## src/design/layered_gate_envelope_assert.svh

```systemverilog
// ----------------------------------------------------------------------------
// layered_gate_envelope assertion macros
// Shorthand for the clocked checks at the end of the top level.
// ----------------------------------------------------------------------------
`ifndef LAYERED_GATE_ENVELOPE_ASSERT_SVH
`define LAYERED_GATE_ENVELOPE_ASSERT_SVH

// same-cycle implication, sampled on clk, quiet during reset
`define LGE_ASSERT_IMP(label, ante, cons, msg) \
    label: assert property (@(posedge clk) disable iff (!rst_n) \
        (ante) |-> (cons)) else $error(msg);

// implication with a delayed consequent, sampled on clk, quiet during reset
`define LGE_ASSERT_DLY3(label, ante, cons, msg) \
    label: assert property (@(posedge clk) disable iff (!rst_n) \
        (ante) |-> ##3 (cons)) else $error(msg);

`endif

```

## src/design/lge_pkg.sv

```systemverilog
// ----------------------------------------------------------------------------
// lge_pkg
// Widths, register indexes, reset values and helpers for the envelope block.
// ----------------------------------------------------------------------------
package lge_pkg;

    localparam int TIME_BITS      = 32;
    localparam int FREQ_BITS      = 16;
    localparam int PHASE_BITS     = 16;
    localparam int PHASE_LSB      = 8;
    localparam int DUTY_BITS      = 17;
    localparam int ENABLE_BITS    = 4;
    localparam int FREQ_REG_BITS  = 64;
    localparam int AMP_REG_BITS   = 48;
    localparam int ENV_BITS       = 12;
    localparam int GATE_BITS      = 4;
    localparam int COUNT_BITS     = 3;
    localparam int SUM_BITS       = ENV_BITS + 2;   // at most four layers add up
    localparam int CFG_INDEX_BITS = 3;
    localparam int CFG_DATA_BITS  = 64;

    localparam int DEF_LAYER_COUNT = 4;
    localparam int DEF_AMP_BITS    = 12;

    // floor(x / 3) = (x * DIV3_MUL) >> DIV3_SHIFT for x below 2**SUM_BITS
    localparam int DIV3_MUL_BITS = 16;
    localparam logic [DIV3_MUL_BITS-1:0] DIV3_MUL = 16'd43691;
    localparam int DIV3_SHIFT = 17;

    localparam logic [CFG_INDEX_BITS-1:0] REG_STACK_MODE   = 3'd0;
    localparam logic [CFG_INDEX_BITS-1:0] REG_DUTY         = 3'd1;
    localparam logic [CFG_INDEX_BITS-1:0] REG_ENABLE_MASK  = 3'd2;
    localparam logic [CFG_INDEX_BITS-1:0] REG_FREQUENCIES  = 3'd3;
    localparam logic [CFG_INDEX_BITS-1:0] REG_AMPLITUDES   = 3'd4;

    localparam logic [DUTY_BITS-1:0] DUTY_RESET = 17'd32768;

    // Low ENV_BITS of a lane's amplitude field; bits past the register read 0.
    function automatic logic [ENV_BITS-1:0] amp_field(
        input logic [AMP_REG_BITS-1:0] amps,
        input int                      lane,
        input int                      amp_bits
    );
        logic [ENV_BITS-1:0] r;
        int                  pos;
        r   = '0;
        pos = amp_bits * lane;
        for (int b = 0; b < ENV_BITS; b++)
        begin
            if (b < amp_bits && pos + b < AMP_REG_BITS)
            begin
                r[b] = amps[pos + b];
            end
        end
        return r;
    endfunction

endpackage

```

## src/design/lge_lane.sv

```systemverilog
// ----------------------------------------------------------------------------
// lge_lane
// One layer's phase: time times frequency, fractional bits kept as Q0.16.
// ----------------------------------------------------------------------------
module lge_lane (
    input  logic                             clk,
    input  logic                             load,
    input  logic [lge_pkg::TIME_BITS-1:0]    time_value,
    input  logic [lge_pkg::FREQ_BITS-1:0]    freq,
    output logic [lge_pkg::PHASE_BITS-1:0]   phase
);
    import lge_pkg::*;

    localparam int PROD_BITS = TIME_BITS + FREQ_BITS;

    logic [PROD_BITS-1:0]  product;
    logic [PHASE_BITS-1:0] phase_reg;

    // Q16.16 * Q8.8 -> Q24.24; phase is fraction bits 23..8
    assign product = PROD_BITS'(time_value) * PROD_BITS'(freq);

    always_ff @(posedge clk)
    begin
        if (load)
        begin
            phase_reg <= product[PHASE_LSB +: PHASE_BITS];
        end
    end

    assign phase = phase_reg;

endmodule

```

## src/design/layered_gate_envelope.sv

```systemverilog
// ----------------------------------------------------------------------------
// layered_gate_envelope
// Square-wave stimulus envelope built from up to four gated layers.
// ----------------------------------------------------------------------------
// Usage:
//   Item channel: present time_value (Q16.16 s) with start high; the item is
//   taken on any rising edge where start is high and busy is low. busy is
//   high only while reset is applied and for the first cycle after it.
//   Result channel: done pulses for one cycle with envelope, gates_on and
//   enabled_layers. done rises once the item has passed the lane phase
//   registers, the stage-2 register and the output register; the receiver
//   cannot stall, so results flow out as they complete.
//   Throughput: one item per clock, set by the three-stage pipeline
//   (lane multipliers, gate/sum stage, averaging stage).
//   Config channel: cfg_valid/cfg_ready with cfg_index and cfg_data; ready
//   is always high. Indexes: 0 stack mode, 1 duty, 2 enable mask,
//   3 packed frequencies, 4 packed amplitudes; others are dropped.
//   Write config only while no item is in flight.
//   Reset: all pipeline valids cleared, duty back to one half, all other
//   config registers zero; pipeline data registers are not reset.
// ----------------------------------------------------------------------------
module layered_gate_envelope #(
    parameter int LAYER_COUNT = lge_pkg::DEF_LAYER_COUNT,
    parameter int AMP_BITS    = lge_pkg::DEF_AMP_BITS
) (
    input  logic                                clk,
    input  logic                                rst_n,
    // item in
    input  logic                                start,
    output logic                                busy,
    input  logic [lge_pkg::TIME_BITS-1:0]       time_value,
    // result out
    output logic                                done,
    output logic [lge_pkg::ENV_BITS-1:0]        envelope,
    output logic [lge_pkg::GATE_BITS-1:0]       gates_on,
    output logic [lge_pkg::COUNT_BITS-1:0]      enabled_layers,
    // config writes
    input  logic                                cfg_valid,
    output logic                                cfg_ready,
    input  logic [lge_pkg::CFG_INDEX_BITS-1:0]  cfg_index,
    input  logic [lge_pkg::CFG_DATA_BITS-1:0]   cfg_data
);
    import lge_pkg::*;

    // stage 2 -> stage 3 bundle
    typedef struct packed {
        logic                  mode;
        logic [SUM_BITS-1:0]   sum;
        logic [ENV_BITS-1:0]   first;
        logic [COUNT_BITS-1:0] count;
        logic [GATE_BITS-1:0]  gates;
    } gate_sum_t;

    localparam int DIV3_PROD_BITS = SUM_BITS + DIV3_MUL_BITS;

    // ---------------- configuration registers ----------------
    logic                     mode_reg;
    logic [DUTY_BITS-1:0]     duty_reg;
    logic [ENABLE_BITS-1:0]   enable_reg;
    logic [FREQ_REG_BITS-1:0] freqs_reg;
    logic [AMP_REG_BITS-1:0]  amps_reg;
    logic                     cfg_write;

    assign cfg_ready = 1'b1;
    assign cfg_write = cfg_valid && cfg_ready;

    always_ff @(posedge clk or negedge rst_n)
    begin
        if (!rst_n)
        begin
            mode_reg   <= 1'b0;
            duty_reg   <= DUTY_RESET;
            enable_reg <= '0;
            freqs_reg  <= '0;
            amps_reg   <= '0;
        end
        else if (cfg_write)
        begin
            case (cfg_index)
                REG_STACK_MODE:  mode_reg   <= cfg_data[0];
                REG_DUTY:        duty_reg   <= cfg_data[DUTY_BITS-1:0];
                REG_ENABLE_MASK: enable_reg <= cfg_data[ENABLE_BITS-1:0];
                REG_FREQUENCIES: freqs_reg  <= cfg_data[FREQ_REG_BITS-1:0];
                REG_AMPLITUDES:  amps_reg   <= cfg_data[AMP_REG_BITS-1:0];
                default:         ;
            endcase
        end
    end

    // busy only covers the cycle right after reset release
    logic busy_reg;

    always_ff @(posedge clk or negedge rst_n)
    begin
        if (!rst_n)
        begin
            busy_reg <= 1'b1;
        end
        else
        begin
            busy_reg <= 1'b0;
        end
    end

    assign busy = busy_reg;

    logic accept;
    assign accept = start && !busy_reg;

    // ---------------- stage 1: per-lane phase ----------------
    logic                  s1_valid_reg;
    logic [PHASE_BITS-1:0] phase [LAYER_COUNT];
    logic [FREQ_BITS-1:0]  lane_freq [LAYER_COUNT];
    logic [LAYER_COUNT-1:0] lane_en;

    for (genvar i = 0; i < LAYER_COUNT; i++)
    begin : g_lane
        // layers past the packed registers read as disabled / zero
        if ((i + 1) * FREQ_BITS <= FREQ_REG_BITS)
        begin : g_freq
            assign lane_freq[i] = freqs_reg[i * FREQ_BITS +: FREQ_BITS];
        end
        else
        begin : g_no_freq
            assign lane_freq[i] = '0;
        end

        if (i < ENABLE_BITS)
        begin : g_en
            assign lane_en[i] = enable_reg[i];
        end
        else
        begin : g_no_en
            assign lane_en[i] = 1'b0;
        end

        lge_lane u_lane (
            .clk        (clk),
            .load       (accept),
            .time_value (time_value),
            .freq       (lane_freq[i]),
            .phase      (phase[i])
        );
    end

    always_ff @(posedge clk or negedge rst_n)
    begin
        if (!rst_n)
        begin
            s1_valid_reg <= 1'b0;
        end
        else
        begin
            s1_valid_reg <= accept;
        end
    end

    // ---------------- stage 2: gates, sum, first contributor ----------------
    logic [ENV_BITS-1:0] contrib [LAYER_COUNT];
    logic [LAYER_COUNT-1:0] lane_on;
    gate_sum_t s2_next;
    gate_sum_t s2_reg;
    logic      s2_valid_reg;

    always_comb
    begin
        s2_next       = '0;
        s2_next.mode  = mode_reg;
        for (int i = 0; i < LAYER_COUNT; i++)
        begin
            lane_on[i] = lane_en[i] && (DUTY_BITS'(phase[i]) < duty_reg);
            contrib[i] = lane_on[i] ? amp_field(amps_reg, i, AMP_BITS) : '0;
            s2_next.sum   = s2_next.sum + SUM_BITS'(contrib[i]);
            s2_next.count = s2_next.count + COUNT_BITS'(lane_en[i]);
            if (i < GATE_BITS)
            begin
                s2_next.gates[i] = lane_on[i];
            end
        end
        // lowest enabled layer wins: walk downward so it is written last
        for (int i = LAYER_COUNT - 1; i >= 0; i--)
        begin
            if (lane_en[i])
            begin
                s2_next.first = contrib[i];
            end
        end
    end

    always_ff @(posedge clk)
    begin
        if (s1_valid_reg)
        begin
            s2_reg <= s2_next;
        end
    end

    always_ff @(posedge clk or negedge rst_n)
    begin
        if (!rst_n)
        begin
            s2_valid_reg <= 1'b0;
        end
        else
        begin
            s2_valid_reg <= s1_valid_reg;
        end
    end

    // ---------------- stage 3: average and output register ----------------
    logic [DIV3_PROD_BITS-1:0] div3_prod;
    logic [SUM_BITS-1:0]       avg;
    logic [ENV_BITS-1:0]       env_next;

    logic                  done_reg;
    logic [ENV_BITS-1:0]   env_reg;
    logic [GATE_BITS-1:0]  gates_reg;
    logic [COUNT_BITS-1:0] count_reg;

    // count is 0..4: shifts, plus a reciprocal multiply for three
    assign div3_prod = DIV3_PROD_BITS'(s2_reg.sum) * DIV3_PROD_BITS'(DIV3_MUL);

    always_comb
    begin
        case (s2_reg.count)
            3'd1:    avg = s2_reg.sum;
            3'd2:    avg = s2_reg.sum >> 1;
            3'd3:    avg = SUM_BITS'(div3_prod[DIV3_PROD_BITS-1:DIV3_SHIFT]);
            3'd4:    avg = s2_reg.sum >> 2;
            default: avg = '0;
        endcase

        if (s2_reg.count == '0)
        begin
            env_next = '0;
        end
        else if (s2_reg.mode)
        begin
            env_next = avg[ENV_BITS-1:0];
        end
        else
        begin
            env_next = s2_reg.first;
        end
    end

    always_ff @(posedge clk)
    begin
        if (s2_valid_reg)
        begin
            env_reg   <= env_next;
            gates_reg <= s2_reg.gates;
            count_reg <= s2_reg.count;
        end
    end

    always_ff @(posedge clk or negedge rst_n)
    begin
        if (!rst_n)
        begin
            done_reg <= 1'b0;
        end
        else
        begin
            done_reg <= s2_valid_reg;
        end
    end

    assign done           = done_reg;
    assign envelope       = env_reg;
    assign gates_on       = gates_reg;
    assign enabled_layers = count_reg;

    // ---------------- checks ----------------
    logic no_layers;
    assign no_layers = done && (enabled_layers == '0);

`include "layered_gate_envelope_assert.svh"

    `LGE_ASSERT_DLY3(a_latency, start && !busy, done, "result missing three cycles after item")
    `LGE_ASSERT_IMP(a_gates, done, $countones(gates_on) <= enabled_layers, "gates exceed layers")
    `LGE_ASSERT_IMP(a_idle_zero, no_layers, {envelope, gates_on} == '0, "output with no layers")

endmodule

```

## config.mk

```make
export PLATFORM = sky130hd
export DESIGN_NAME = layered_gate_envelope
export DESIGN_NICKNAME = d
export VERILOG_FILES = /design/src/design/lge_pkg.sv /design/src/design/lge_lane.sv /design/src/design/layered_gate_envelope.sv
export VERILOG_INCLUDE_DIRS = /design/src /design/src/design
export SDC_FILE = /design/constraint.sdc
export NUM_CORES = 2
export LEC_CHECK = 0
export ABC_AREA = 1
export BUFFER_PORTS_ARGS = -buffer_cell sky130_fd_sc_hd__buf_2
export CAP_MARGIN = 20
export CORE_MARGIN = 4
export CORE_UTILIZATION = 37
export CTS_BUF_LIST = sky130_fd_sc_hd__clkbuf_16
export CTS_CLUSTER_DIAMETER = 80
export DETAILED_ROUTE_END_ITERATION = 6
export HOLD_SLACK_MARGIN = 0.08
export MAX_ROUTING_LAYER = met4
export PLACE_DENSITY = 0.57
export SYNTH_ARGS = -nofsm -noshare
export SYNTH_HDL_FRONTEND = slang
export SYNTH_HIERARCHICAL = 1
export SYNTH_SLANG_ARGS = --single-unit
```

## constraint.sdc

```tcl
create_clock -name clk -period 12.8 [get_ports clk]
set_input_delay 1.28 -clock clk [delete_from_list [all_inputs] [get_ports clk]]
set_output_delay 1.28 -clock clk [all_outputs]
set_load 0.005 [all_outputs]
```

==> out/results.ini <==
[detailed_routing]
final_antenna_net_count=0
routed_wl_um=148000
drt_iter0_drc=2712
via_per_inst=4.86
vias=39100
drc=0
wire_per_inst_um=18.4
drt_pass1_iterations=6

[clock_tree]
clk_latency_ps=590
holdBufCountCts=0
cts_tree=done
cts.sinks=255
clk_path_buf_depth=3
clk_pin_slew_ps=60
cts_buffers=35
root_buffer=clkbuf_16
htreeDepth=2
ctsResizeCount=0
postCtsSetupBuffers=0

[synth]
post_synth_num_cell_types=62
yosysSeqAreaShare_pct=14.3
async_reset_ff_share_pct=54.1
syn_nets=7624
synth_xor_area_share_pct=1.82
yosysMostFrequentCell=inv_1
ys.flop_type=dfrtp_1
synth-compound-area-share_pct=5.07
synth_common_cells=inv_1 (1796), nand2_1 (1785), fa_1 (842), ha_1 (385), o21ai_0 (188)
synth_top_cell_by_area=fa_1
synth_warnings=6
synth_edf_count=117
synth_cells=6294
synthesis.area_um2=48900
synth.avg_cell_area_um2=7.76
netlist_top_cells_area=fa_1 (34%), inv_1 (14%), nand2_1 (14%), ha_1 (9.9%), edfxtp_1 (7.2%)
synth_fa_ha_area_share_pct=44.4
synth_top_area_share_pct=34.5
yosys.area_share.simple_pct=18.2
synth_mux_area_share_pct=0.369
synth_top_family_by_area=adder cells
ys_ff_latch=255

[sta]
slew_headroom_pct=25.6
drv_slew=0
rsz0062_at_grt=false
finalHoldViolations=0
setup_tns_ps=0
finalCritPeriodShare_pct=57.9
final.setup_skew_ps=61.1
final-setup-viol-count=0
min_period_ps=7410
clock.fmax_ghz=0.135
whs_ps=428
worst_slew_pin_slew_ps=1120

[critical_path]
startpoint=time_value[7]
rr_startpoint=freqs_reg[2]
criticalPathCategory=in2reg
startpoint_type=input pin
worstPathRequired_ps=13090
rrSetupSlack_ps=6510
worstReg2RegEnd=g_lane[0].u_lane/phase[15]
crit_fanout=40
crit_end=g_lane[3].u_lane/phase[15]
crit_path_end_kind=register
reg2reg_depth=19
cp.arrival_ps=7700

[placed_design]
hpwl_um=112000
placed_area_um2=51000
dp.cells=7969
portBuffers=115
place_congestion=0.958

[cells_and_area]
finish.instance_area_um2=52300
register_area_um2=6970
nets=7585
final_cells=8042
drive_gt1_share_pct=4.62
fill_cells=13600
area_delta_synth_final_pct=7.00
multiInputGateArea_um2=34100

[grt]
grt_pass1_wl_um=233000
antenna_found_initial=8
grt_pass1_vias=40400
overflow=0
grt_max_degree=97
grt_usage_pct=22.6

[job]
cap_violations=0

[die]
die_y_um=371
io_pins=125
rows=133
die_w_um=371
fp.coreArea_um2=131000
die_area_um2=138000
start_util_pct=37.2

[hold_path]
hold_start=s2_reg[2]
hold_path_class=reg2reg

[run_status]
status=finished, final reports clean

==> placed cells by master (no fill, tap or decap), drive strengths merged, types with 8 or more instances in the layout <==
cell type and count:
fa 842, ha 385, mux2 16, buf 165, o21a 9, a21o 21, xor2 55, inv 1814
nor4 8, o21ai 198, o21bai 17, nand4 40, a21oi 157, edfxtp 117, nand3b 8, dfrtp 136
o22ai 8, a221oi 9, a31oi 9, nand3 174, clkbuf 37, nor3 24, xnor2 43, nor2 146
nand2 1797, clkinv 12
==> final cells by class <==
cell class              instances  area share, %
clock buffers                  37           1.77
diodes                          6         0.0287
clock inverters                26          0.455
well taps                    1755           4.20
multi-input cells            3994           65.3
repair buffers                165           1.98
inverters                    1804           13.0
flip-flops and latches        255           13.3
==> cells by family after synthesis <==
group / after synthesis
AOI/OAI and AO/OA: 441
xor gates and xnor gates: 98
adders and majority gates: 1227
buffers and inverters: 2045
DFF: 255
muxes: 16
other: 2
and+or+nand+nor: 2210
==> worst min path at each step <==
stage | cells after the start | endpoint
2_1_floorplan | 0 | gates_on[0]
3_3_place_gp | 0 | gates_on[0]
3_5_place_dp | 0 | gates_on[2]
4_1_cts | 0 | gates_on[2]
5_1_grt | 0 | gates_on[2]
6_report | 0 | gates_on[2]
==> layer usage <==
layer / track usage [%] / vias to the layer above / part of all wire [%]
li1: - / 18200 / -
met1: 30.3 / 19400 / 44
met2: 36.7 / 1254 / 47
met3: 2.75 / 203 / 6.7
met4: 5.54 / 0 / 2.7
met5: - / - / 0
==> per-stage QoR <==
stage | util, % | setup slack [ps]
after floorplan | - | 6270
after global placement | 38.8 | 4820
after detailed placement | 38.8 | 4820
after CTS | 39.7 | 5420
after global routing | 39.8 | 5100
final | 39.8 | 5390
==> critical path: stages <==
cell     delay (ps)
buf_2           590
buf_4           720
nand2_1         170
fa_1            570
inv_1            50
fa_1            500
inv_1            50
fa_1            520
inv_1            60
fa_1            470
fa_1            500
inv_1            60
fa_1            480
inv_1            50
ha_1            340
a21oi_1         230
o21ai_0         120
a21oi_1         200
o21ai_0         110
a21oi_1         260
inv_1            70
nand2_1          70
nand2_1         120
Power is left out: the tool's default activity adds up to more than one toggle a clock period on the data nets, which glitch-free logic cannot reach.
